$ cat config.mk
export PLATFORM = sky130hd
export DESIGN_NAME = optical_flow_frame_parser
export DESIGN_NICKNAME = d
export VERILOG_FILES = /design/src/hw/rtl/ofp_pkg.sv /design/src/hw/rtl/ofp_tracker.sv /design/src/hw/rtl/optical_flow_frame_parser.sv
export SDC_FILE = /design/constraint.sdc
export NUM_CORES = 1
export LEC_CHECK = 0
export BUFFER_PORTS_ARGS = -buffer_cell sky130_fd_sc_hd__buf_2
export CORE_MARGIN = 3
export CORE_UTILIZATION = 55
export DETAILED_ROUTE_END_ITERATION = 12
export PLACE_DENSITY = 0.83
export SLEW_MARGIN = 20
export SYNTH_ARGS = -nofsm -noshare
export SYNTH_HDL_FRONTEND = slang
export SYNTH_SLANG_ARGS = --single-unit
$ cat constraint.sdc
create_clock -name clk -period 11.91 [get_ports clk]
set_input_delay 2.382 -clock clk [delete_from_list [all_inputs] [get_ports clk]]
set_output_delay 2.382 -clock clk [all_outputs]
set_load 0.01 [all_outputs]
$ cat src/hw/rtl/ofp_pkg.sv
// Shared types and constants for the optical flow frame parser.
// No dependencies; imported by ofp_tracker and optical_flow_frame_parser.
`default_nettype none

package ofp_pkg;

  // Frame position codes; values 9..15 are unused.
  typedef enum logic [3:0] {
    POS_HDR1    = 4'd0,
    POS_HDR2    = 4'd1,
    POS_PAY0    = 4'd2,
    POS_PAY1    = 4'd3,
    POS_PAY2    = 4'd4,
    POS_PAY3    = 4'd5,
    POS_CHECK   = 4'd6,
    POS_QUALITY = 4'd7,
    POS_TAIL    = 4'd8
  } frame_pos_t;

  // Configuration register indexes
  typedef enum logic [1:0] {
    REG_HEADER_FIRST  = 2'd0,
    REG_HEADER_SECOND = 2'd1,
    REG_TAIL_BYTE     = 2'd2,
    REG_QUALITY_MIN   = 2'd3
  } cfg_index_t;

  localparam logic [7:0] HEADER_FIRST_RST  = 8'hFE;
  localparam logic [7:0] HEADER_SECOND_RST = 8'h04;
  localparam logic [7:0] TAIL_BYTE_RST     = 8'hAA;
  localparam logic [7:0] QUALITY_MIN_RST   = 8'd30;

  typedef struct packed {
    logic [7:0] header_first;
    logic [7:0] header_second;
    logic [7:0] tail_byte;
    logic [7:0] quality_min;
  } cfg_t;

endpackage

`default_nettype wire

$ cat src/hw/rtl/ofp_tracker.sv
// Frame position tracker and payload store for the optical flow frame parser.
// Depends on ofp_pkg (frame_pos_t, cfg_t).
`default_nettype none

module ofp_tracker import ofp_pkg::*; (
  input  wire logic               clk,
  input  wire logic               rst_n,
  input  wire logic               step,
  input  wire logic [7:0]         rx_byte,
  input  wire cfg_t               cfg,
  output logic                    hit,
  output logic signed [15:0]      motion_x,
  output logic signed [15:0]      motion_y
);

  frame_pos_t pos_r;
  frame_pos_t pos_nxt;
  logic [7:0] pay_r [4];
  logic       pay_we;
  logic [1:0] pay_idx;

  always_comb begin
    pos_nxt = pos_r;
    pay_we  = 1'b0;
    pay_idx = 2'd0;
    hit     = 1'b0;
    case (pos_r)
      POS_HDR1: begin
        if (rx_byte == cfg.header_first) pos_nxt = POS_HDR2;
      end
      POS_HDR2: begin
        // a mismatch keeps waiting here, not back at the first header
        if (rx_byte == cfg.header_second) pos_nxt = POS_PAY0;
      end
      POS_PAY0: begin
        pay_we  = 1'b1;
        pay_idx = 2'd0;
        pos_nxt = POS_PAY1;
      end
      POS_PAY1: begin
        pay_we  = 1'b1;
        pay_idx = 2'd1;
        pos_nxt = POS_PAY2;
      end
      POS_PAY2: begin
        pay_we  = 1'b1;
        pay_idx = 2'd2;
        pos_nxt = POS_PAY3;
      end
      POS_PAY3: begin
        pay_we  = 1'b1;
        pay_idx = 2'd3;
        pos_nxt = POS_CHECK;
      end
      POS_CHECK: begin
        pos_nxt = POS_QUALITY;
      end
      POS_QUALITY: begin
        if (rx_byte > cfg.quality_min) pos_nxt = POS_TAIL;
      end
      POS_TAIL: begin
        hit     = (rx_byte == cfg.tail_byte);
        pos_nxt = POS_HDR1;
      end
      default: begin
        pos_nxt = POS_HDR1;
      end
    endcase
  end

  assign motion_x = $signed({pay_r[1], pay_r[0]});
  assign motion_y = $signed({pay_r[3], pay_r[2]});

  always_ff @(posedge clk) begin
    if (!rst_n) begin
      pos_r <= POS_HDR1;
    end else if (step) begin
      pos_r <= pos_nxt;
    end
  end

  always_ff @(posedge clk) begin
    if (step && pay_we) begin
      pay_r[pay_idx] <= rx_byte;
    end
  end

`ifndef SYNTHESIS
  a_tail_returns: assert property (@(posedge clk) disable iff (!rst_n)
    step && pos_r == POS_TAIL |=> pos_r == POS_HDR1)
    else $error("tracker did not return to header wait after tail");

  a_check_skip: assert property (@(posedge clk) disable iff (!rst_n)
    step && pos_r == POS_CHECK |=> pos_r == POS_QUALITY)
    else $error("checksum byte not skipped");

  a_last_payload: assert property (@(posedge clk) disable iff (!rst_n)
    step && pos_r == POS_PAY3 |=> pos_r == POS_CHECK && pay_r[3] == $past(rx_byte))
    else $error("last payload byte not stored");

  a_hold: assert property (@(posedge clk) disable iff (!rst_n)
    !step |=> pos_r == $past(pos_r))
    else $error("frame position moved without a byte");
`endif

endmodule

`default_nettype wire

$ cat src/hw/rtl/optical_flow_frame_parser.sv
// Top level of the optical flow frame parser: input register, config registers,
// tracker and result register. Depends on ofp_pkg and ofp_tracker.
`default_nettype none

// Takes one received byte per transaction and follows a nine-byte frame: two
// header bytes, four payload bytes, a checksum byte that is skipped, a quality
// byte that must exceed quality_min (lower ones are ignored) and a tail byte.
// A matching tail releases one result carrying motion_x and motion_y, signed
// little-endian from the payload. A byte is accepted every cycle while the
// result side keeps up. A tail byte is first held in the input register, where
// the tracker checks it; on a match the result is registered into the result
// register and offered. A waiting result stalls the input only when the input
// register is also full. Configuration writes are expected while idle.
module optical_flow_frame_parser import ofp_pkg::*; (
  input  wire logic               clk,
  input  wire logic               rst_n,
  input  wire logic               in_valid,
  output logic                    in_stall,
  input  wire logic [7:0]         in_rx_byte,
  output logic                    out_valid,
  input  wire logic               out_stall,
  output logic signed [15:0]      out_motion_x,
  output logic signed [15:0]      out_motion_y,
  input  wire logic               cfg_we,
  input  wire logic [1:0]         cfg_index,
  input  wire logic [7:0]         cfg_data
);

  cfg_t              cfg_r;
  logic              s1_valid_r;
  logic [7:0]        s1_byte_r;
  logic              out_valid_r;
  logic signed [15:0] out_x_r;
  logic signed [15:0] out_y_r;
  logic              out_free;
  logic              step;
  logic              in_take;
  logic              hit;
  logic signed [15:0] motion_x;
  logic signed [15:0] motion_y;

  assign out_free = !out_valid_r || !out_stall;
  assign step     = s1_valid_r && out_free;
  assign in_stall = s1_valid_r && !out_free;
  assign in_take  = in_valid && !in_stall;

  always_ff @(posedge clk) begin
    if (!rst_n) begin
      cfg_r.header_first  <= HEADER_FIRST_RST;
      cfg_r.header_second <= HEADER_SECOND_RST;
      cfg_r.tail_byte     <= TAIL_BYTE_RST;
      cfg_r.quality_min   <= QUALITY_MIN_RST;
    end else if (cfg_we) begin
      case (cfg_index_t'(cfg_index))
        REG_HEADER_FIRST:  cfg_r.header_first  <= cfg_data;
        REG_HEADER_SECOND: cfg_r.header_second <= cfg_data;
        REG_TAIL_BYTE:     cfg_r.tail_byte     <= cfg_data;
        REG_QUALITY_MIN:   cfg_r.quality_min   <= cfg_data;
        default: ;
      endcase
    end
  end

  // input register
  always_ff @(posedge clk) begin
    if (!rst_n) begin
      s1_valid_r <= 1'b0;
    end else if (!in_stall) begin
      s1_valid_r <= in_valid;
    end
  end

  always_ff @(posedge clk) begin
    if (in_take) begin
      s1_byte_r <= in_rx_byte;
    end
  end

  ofp_tracker u_tracker (
    .clk      (clk),
    .rst_n    (rst_n),
    .step     (step),
    .rx_byte  (s1_byte_r),
    .cfg      (cfg_r),
    .hit      (hit),
    .motion_x (motion_x),
    .motion_y (motion_y)
  );

  // result register
  always_ff @(posedge clk) begin
    if (!rst_n) begin
      out_valid_r <= 1'b0;
    end else if (out_free) begin
      out_valid_r <= step && hit;
    end
  end

  always_ff @(posedge clk) begin
    if (step && hit) begin
      out_x_r <= motion_x;
      out_y_r <= motion_y;
    end
  end

  assign out_valid    = out_valid_r;
  assign out_motion_x = out_x_r;
  assign out_motion_y = out_y_r;

`ifndef SYNTHESIS
  a_stall_needs_data: assert property (@(posedge clk) disable iff (!rst_n)
    in_stall |-> s1_valid_r && out_valid_r)
    else $error("input stalled with free pipeline");

  a_hit_lands: assert property (@(posedge clk) disable iff (!rst_n)
    step && hit |=> out_valid_r && out_x_r == $past(motion_x))
    else $error("result lost on its way to the output register");

  a_no_overwrite: assert property (@(posedge clk) disable iff (!rst_n)
    out_valid_r && out_stall |=> out_valid_r && $stable(out_y_r))
    else $error("stalled result overwritten");

  a_reset_clear: assert property (@(posedge clk)
    !rst_n |=> !out_valid_r && !s1_valid_r)
    else $error("valid state not cleared by reset");
`endif

endmodule

`default_nettype wire
=== After elaboration in Yosys (flattened, before gate mapping) ===
Memories as Yosys holds them, arrays and structs flattened. A register that Yosys moved wholly into a read port is not among the register bits.
Index checks and enable logic that the tools add are counted.

* Equality and inequality tests: 17
* $mul: 0
* Reductions and logical operators: 18
* Shift-type cells: 0
* Div/mod/pow operators: 0
* Mux-type cells: 9
* $add $sub $neg: 0
* Order comparisons: 1
* Bitwise operators: 0

{| class="wikitable"
|+ Operator list
! kind !! count
|-
| $pmux W4 S8 || 1
|-
| $eq A8 B8 Y1 || 3
|-
| $eq A4 B3 Y1 const B || 4
|-
| $mux W4 || 3
|-
| $eq A4 B2 Y1 const B || 2
|-
| $gt A8 B8 Y1 || 1
|-
| $reduce_and A2 Y1 || 4
|-
| $ne A2 B1 Y1 const B || 3
|-
| $pmux W2 S3 || 1
|-
| $logic_and A1 B1 Y1 || 5
|-
| $eq A2 B2 Y1 const B || 2
|-
| $eq A4 B1 Y1 const B || 1
|-
| $eq A4 B4 Y1 const B || 1
|-
| $logic_not A1 Y1 || 4
|-
| $logic_not A4 Y1 || 1
|-
| $mux W1 || 4
|-
| $reduce_and A4 Y1 || 1
|-
| $reduce_or A4 Y1 || 1
|-
| $eq A2 B1 Y1 const B || 1
|-
| $logic_not A2 Y1 || 1
|-
| $logic_or A1 B1 Y1 || 1
|}

* Flip-flop bits (word level): 46
* Logic and storage cells: 54
* Bits in latches: 0
* Memory bits (read-only): 0
* Input port bits: 23
* Bits in writable memories: 32
* Memories: 1

{| class="wikitable"
|+ Memory list
! name !! depth !! width !! read ports !! clocked after Yosys merged registers in !! write ports !! line !! text
|-
| u_tracker.pay_r || 4 || 8 || 4 || 4 || 1 || ofp_tracker.sv:18 || <nowiki>logic [7:0] pay_r [4];</nowiki>
|}

=== Logic depth before layout (Yosys ltp) ===
* Depth in word-level cells: 6
* Mapped depth: 8
* Mapped depth without buffers: 8

=== Modules after synthesis ===
From an unflattened synthesis, not the netlist that was laid out.

* Cells, all modules: 308
* Area total of the unflattened synthesis: 4289.1 um^2

{| class="wikitable"
|+ By module, submodules not included
! module !! cells an instance !! seq. area each (um^2) !! area each (um^2) !! instances
|-
| optical_flow_frame_parser || 177 || 1881.8 || 2576.2 || 1
|-
| ofp_tracker || 131 || 1041.0 || 1712.9 || 1
|}

=== Least setup slack after synthesis ===
No wires, ideal clock.

* Path kind: input -> register
* From: in out_stall
* To: reg out_x_r[0] (netlist: out_motion_x[0]) (read register of u_tracker.pay_r) (enable)
* Library setup time: 464 ps
* Stages: 6
* Slack: 6201 ps
* Required time: 11446 ps
* Arrival: 5246 ps
* Cells stage by stage: nand2_1 > nand2_1 > clkbuf_1 > nor3_1 > nand4b_1 > nor3_1

* Word-level cells in the longest chain between the ends: 4

{| class="wikitable"
|+ Ends and longest elaborated chain
! item !! line !! text
|-
| from (decl) || optical_flow_frame_parser.sv:21 || <nowiki>input wire logic out_stall,</nowiki>
|-
| $logic_not A1 Y1 || optical_flow_frame_parser.sv:42 || <nowiki>assign out_free = !out_valid_r || !out_stall;</nowiki>
|-
| $logic_or A1 B1 Y1 || optical_flow_frame_parser.sv:42 ||
|-
| $logic_and A1 B1 Y1 || optical_flow_frame_parser.sv:43 || <nowiki>assign step = s1_valid_r && out_free;</nowiki>
|-
| $logic_and A1 B1 Y1 || optical_flow_frame_parser.sv:100 || <nowiki>if (step && hit) begin</nowiki>
|-
| to (decl) || optical_flow_frame_parser.sv:33 || <nowiki>logic signed [15:0] out_x_r;</nowiki>
|}

Every way passes these cells.
A chain may end at the register's enable or synchronous reset.

=== Final worst setup path ===
* From: in out_stall
* To: out in_stall

* Word-level cells in the longest chain between the ends: 4

{| class="wikitable"
|+ Ends and longest elaborated chain
! item !! line !! text
|-
| $logic_not A1 Y1 || optical_flow_frame_parser.sv:42 ||
|-
| $logic_or A1 B1 Y1 || optical_flow_frame_parser.sv:42 ||
|-
| $logic_not A1 Y1 || optical_flow_frame_parser.sv:44 || <nowiki>assign in_stall = s1_valid_r && !out_free;</nowiki>
|-
| $logic_and A1 B1 Y1 || optical_flow_frame_parser.sv:44 ||
|-
| to (decl) || optical_flow_frame_parser.sv:18 || <nowiki>output logic in_stall,</nowiki>
|}

Every way passes these cells.

==> impl_metrics.prom <==
# TYPE chip_impl_metric gauge
chip_impl_info{name="run_status",value="finished, final reports clean"} 1
chip_impl_metric{name="place_congestion",unit=""} 0.843
chip_impl_metric{name="post_cts_resize_count",unit=""} 0
chip_impl_info{name="layout.cells.most_common_list",value="sky130_fd_sc_hd__edfxtp_1 (72), sky130_fd_sc_hd__nand2_1 (58), sky130_fd_sc_hd__buf_2 (56)"} 1
chip_impl_metric{name="cell_count_post_placement",unit=""} 466
chip_impl_info{name="synthTopCellsByArea",value="sky130_fd_sc_hd__edfxtp_1 (51%), sky130_fd_sc_hd__dfxtp_1 (18%), sky130_fd_sc_hd__nand2_1 (5.2%)"} 1
chip_impl_metric{name="power_switching_share",unit=""} 0.238
chip_impl_metric{name="buffers_inserted_during_post_cts_setup_optimization",unit=""} 0
chip_impl_metric{name="core_area",unit="sq um"} 7330
chip_impl_info{name="cp-start-kind",value="input port"} 1
chip_impl_metric{name="timing.max_slew.rel_slack",unit=""} 0.328
chip_impl_metric{name="die_height",unit="um"} 93.5
chip_impl_metric{name="detailed_place.area",unit="sq um"} 4610
chip_impl_metric{name="synth_area",unit="sq um"} 4210
chip_impl_metric{name="grtUsageMet1",unit=""} 0.226
chip_impl_metric{name="drtIter0Drc",unit=""} 197
chip_impl_metric{name="grt_pass1_wl",unit="um"} 11000
chip_impl_metric{name="p_switching",unit="uW"} 160
chip_impl_info{name="worst_hold_path.endpoint",value="out_motion_x[12]$_DFFE_PP_"} 1
chip_impl_info{name="hold_class",value="reg -> reg"} 1
chip_impl_metric{name="floorplan.rows",unit=""} 31
chip_impl_info{name="mostFrequentLayoutCell",value="sky130_fd_sc_hd__edfxtp_1"} 1
chip_impl_metric{name="post-route-drc-count",unit=""} 0
chip_impl_metric{name="layout.cell_area.non_filler",unit="sq um"} 4810
chip_impl_metric{name="multiInputGateArea",unit="sq um"} 1220
chip_impl_metric{name="wl_final",unit="um"} 6990
chip_impl_metric{name="detailed_route_wire_length_per_cell",unit="um"} 14.5
chip_impl_metric{name="floorplan.initialDensity",unit=""} 0.575
chip_impl_metric{name="hpwl",unit="um"} 4850
chip_impl_metric{name="timing.final.crit_period",unit="ps"} 5230
chip_impl_metric{name="cts_num_sinks",unit=""} 110
chip_impl_metric{name="die_area",unit="sq um"} 8740
chip_impl_metric{name="power_frac_clock",unit=""} 0.316
chip_impl_info{name="critical_path.reg2reg.startpoint",value="out_valid$_SDFFE_PN0N_"} 1
chip_impl_metric{name="first_global_vias",unit=""} 2241
chip_impl_metric{name="ctsHtreeMaxLevel",unit=""} 3
chip_impl_info{name="grt_setup_unrepaired",value="no"} 1
chip_impl_metric{name="setup_tns",unit="ps"} 0
chip_impl_metric{name="synth_top_cell_area_share",unit=""} 0.513
chip_impl_metric{name="yosys.cell_types.count",unit=""} 42
chip_impl_info{name="crit_path_start",value="out_stall"} 1
chip_impl_metric{name="p_per_area",unit="nW/um^2"} 139
chip_impl_metric{name="flip_flop_and_latch_count_after_synthesis",unit=""} 110
chip_impl_info{name="synth_top_area_cell",value="sky130_fd_sc_hd__edfxtp_1"} 1
chip_impl_metric{name="max_slew.worst_pin.slew",unit="ps"} 1010
chip_impl_info{name="synthFlopType",value="sky130_fd_sc_hd__edfxtp_1"} 1
chip_impl_metric{name="logic_depth_of_the_worst_register_to_register_path",unit=""} 6
chip_impl_metric{name="finalSetupViolCount",unit=""} 0
chip_impl_metric{name="p_int",unit="uW"} 511
chip_impl_metric{name="post-route-worst-setup-slack",unit="ps"} 6680
chip_impl_metric{name="final.fill_count",unit=""} 571
chip_impl_metric{name="final_min_period_over_clock_period",unit=""} 0.439
chip_impl_metric{name="timing.final.max_slew_violations",unit=""} 0
chip_impl_metric{name="clkSlewWorstSetupHoldPaths",unit="ps"} 100
chip_impl_metric{name="synth_async_sr_flop_share",unit=""} 0
chip_impl_metric{name="seq_power_share",unit=""} 0.630
chip_impl_metric{name="antenna_cells_inserted",unit=""} 0
chip_impl_metric{name="met2_usage_in_global_routing",unit=""} 0.268
chip_impl_metric{name="global_route.usage.total",unit=""} 0.169
chip_impl_metric{name="drt-vias-per-instance",unit=""} 5.19
chip_impl_metric{name="routed-via-count",unit=""} 2501
chip_impl_metric{name="clk_path_buf_depth",unit=""} 2
chip_impl_metric{name="io_buffers",unit=""} 56
chip_impl_metric{name="rrSetupSlack",unit="ps"} 9570
chip_impl_metric{name="grt_start_max_net_pins",unit=""} 40
chip_impl_metric{name="clock_latency",unit="ps"} 370
chip_impl_metric{name="hold_buffers",unit=""} 0
chip_impl_info{name="globalRoute.busiestLayer",value="met2"} 1
chip_impl_info{name="hold_path_startpoint",value="u_tracker.pay_r[1][4]$_DFFE_PP_"} 1
chip_impl_metric{name="nets",unit=""} 409
chip_impl_metric{name="vdd_ir_drop_max",unit="uV"} 79.2
chip_impl_metric{name="synth.yosys.seq_area_share",unit=""} 0.694
chip_impl_info{name="crit_path_end_kind",value="output port"} 1
chip_impl_metric{name="globalRouteMet3Util",unit=""} 0.0282
chip_impl_metric{name="pre_cts_ws",unit="ps"} 6680
chip_impl_metric{name="min_path_cells",unit=""} 0
chip_impl_metric{name="syn_avg_cell_area",unit="sq um"} 13.2
chip_impl_metric{name="grt_antenna_before_repair",unit=""} 0
chip_impl_metric{name="post_route_cells_drive_above_1_share",unit=""} 0.219
chip_impl_metric{name="chipWidth",unit="um"} 93.5
chip_impl_info{name="clock-root-buffer",value="sky130_fd_sc_hd__clkbuf_8"} 1
chip_impl_info{name="crit_type",value="in -> out"} 1
chip_impl_metric{name="syn_nets",unit=""} 350
chip_impl_metric{name="power.share.combinational",unit=""} 0.055
chip_impl_metric{name="synth-edff-count",unit=""} 72
chip_impl_metric{name="dr.pass1.iters",unit=""} 4
chip_impl_metric{name="regArea",unit="sq um"} 2920
chip_impl_metric{name="cap_viol_max_count",unit=""} 0
chip_impl_metric{name="finalClockSkew",unit="ps"} 16.4
chip_impl_metric{name="synthCells",unit=""} 319
chip_impl_metric{name="p_leak",unit="nW"} 1.85
chip_impl_metric{name="detail-route-antenna-nets",unit=""} 0
chip_impl_metric{name="overflow",unit=""} 0
chip_impl_metric{name="hold_viol",unit=""} 0
chip_impl_metric{name="timing.critical_path.required",unit="ps"} 9530
chip_impl_metric{name="max_freq",unit="GHz"} 0.191
chip_impl_metric{name="pin_count",unit=""} 57
chip_impl_metric{name="flow.area_growth_from_synthesis",unit="%"} 14.3
chip_impl_metric{name="inserted_clock_buffers",unit=""} 9
chip_impl_info{name="rr_endpoint",value="out_motion_y[6]$_DFFE_PP_"} 1
chip_impl_metric{name="ys.warnings.count",unit=""} 0
chip_impl_metric{name="worstPathArrival",unit="ps"} 2850
chip_impl_info{name="tritoncts",value="built"} 1
chip_impl_metric{name="timing.critical_path.fanout_max",unit=""} 3
chip_impl_metric{name="final_cell_count_no_fill",unit=""} 482
layout make-up:
| class | instances | area share |
|---|---|---|
| Sequential cell | 110 | 0.607 |
| Tap cell | 99 | 0.0257 |
| Inverter | 9 | 0.00702 |
| Timing Repair Buffer | 61 | 0.0660 |
| Clock buffer | 9 | 0.0257 |
| Clock inverter | 7 | 0.0153 |
| Multi-Input combinational cell | 187 | 0.253 |
routing by layer:
layer	wire length, um	share of wire
met5	0	0
met4	137	0.020
met3	486	0.070
met2	3440	0.49
met1	2930	0.42
synthesized netlist by cell type (3+ instances only):
library cell and count:
sky130_fd_sc_hd__dfxtp_1 38, sky130_fd_sc_hd__nor2_1 3, sky130_fd_sc_hd__xnor2_1 8, sky130_fd_sc_hd__a21boi_0 9, sky130_fd_sc_hd__o211ai_1 5, sky130_fd_sc_hd__clkbuf_1 12, sky130_fd_sc_hd__inv_1 9, sky130_fd_sc_hd__nor2b_1 10
sky130_fd_sc_hd__xor2_1 16, sky130_fd_sc_hd__nand3_1 14, sky130_fd_sc_hd__o21ai_0 3, sky130_fd_sc_hd__nor4_1 6, sky130_fd_sc_hd__mux2i_1 8, sky130_fd_sc_hd__ha_1 8, sky130_fd_sc_hd__nand2_1 58, sky130_fd_sc_hd__nor3_1 3
sky130_fd_sc_hd__edfxtp_1 72, sky130_fd_sc_hd__a21oi_1 6
through the flow:
step,hold WS (ps),utilization,power [mW]
after floorplan,400,-,0.453
after CTS,428,0.656,0.677
after global placement,404,0.629,0.466
after global routing,431,0.656,0.699
after detailed placement,405,0.629,0.468
final,423,0.656,0.671
critical path, stage by stage:
cell and delay (ps):
sky130_fd_sc_hd__buf_2 110, sky130_fd_sc_hd__and3_1 210, sky130_fd_sc_hd__buf_2 150
sequential cells by signal, indices dropped and copies added (netlist names):
register,flops
cfg_r,32
u_tracker.pay_r,32
out_motion_x,16
out_motion_y,16
s1_byte_r,8
u_tracker.pos_r,4
out_valid,1
s1_valid_r,1
how the worst max path moves through the flow:
stage | to | slack [ps] | depth (start not counted)
finish | in_stall | 6680 | 3
floorplan | out_motion_x[0]$_DFFE_PP_ | 6200 | 6
detailed placement | in_stall | 6680 | 3
global placement | in_stall | 6680 | 3
global route | in_stall | 6670 | 3
CTS | in_stall | 6680 | 3
power groups by stage:
| stage | clock network, mW | logic (mW) | registers, mW |
|---|---|---|---|
| 5_1_grt | 0.234 | 0.0417 | 0.424 |
| 4_1_cts | 0.218 | 0.0367 | 0.423 |
| 3_3_place_gp | 0 | 0.0350 | 0.431 |
| 6_report | 0.212 | 0.0367 | 0.423 |
| 3_5_place_dp | 0 | 0.0365 | 0.431 |
| 2_1_floorplan | 0 | 0.0260 | 0.427 |
kinds of logic after synthesis:
| group | Yosys count | share of synthesized area |
|---|---|---|
| xor gates and xnor gates | 24 | 0.0499 |
| adders and majority gates | 8 | 0.0238 |
| muxes | 8 | 0.0190 |
| DFF | 110 | 0.694 |
| AOI/OAI and AO/OA | 35 | 0.0621 |
| and+or+nand+nor | 112 | 0.131 |
| buffers and inverters | 22 | 0.0199 |
Note: power is estimated with default switching activity, not from simulation.
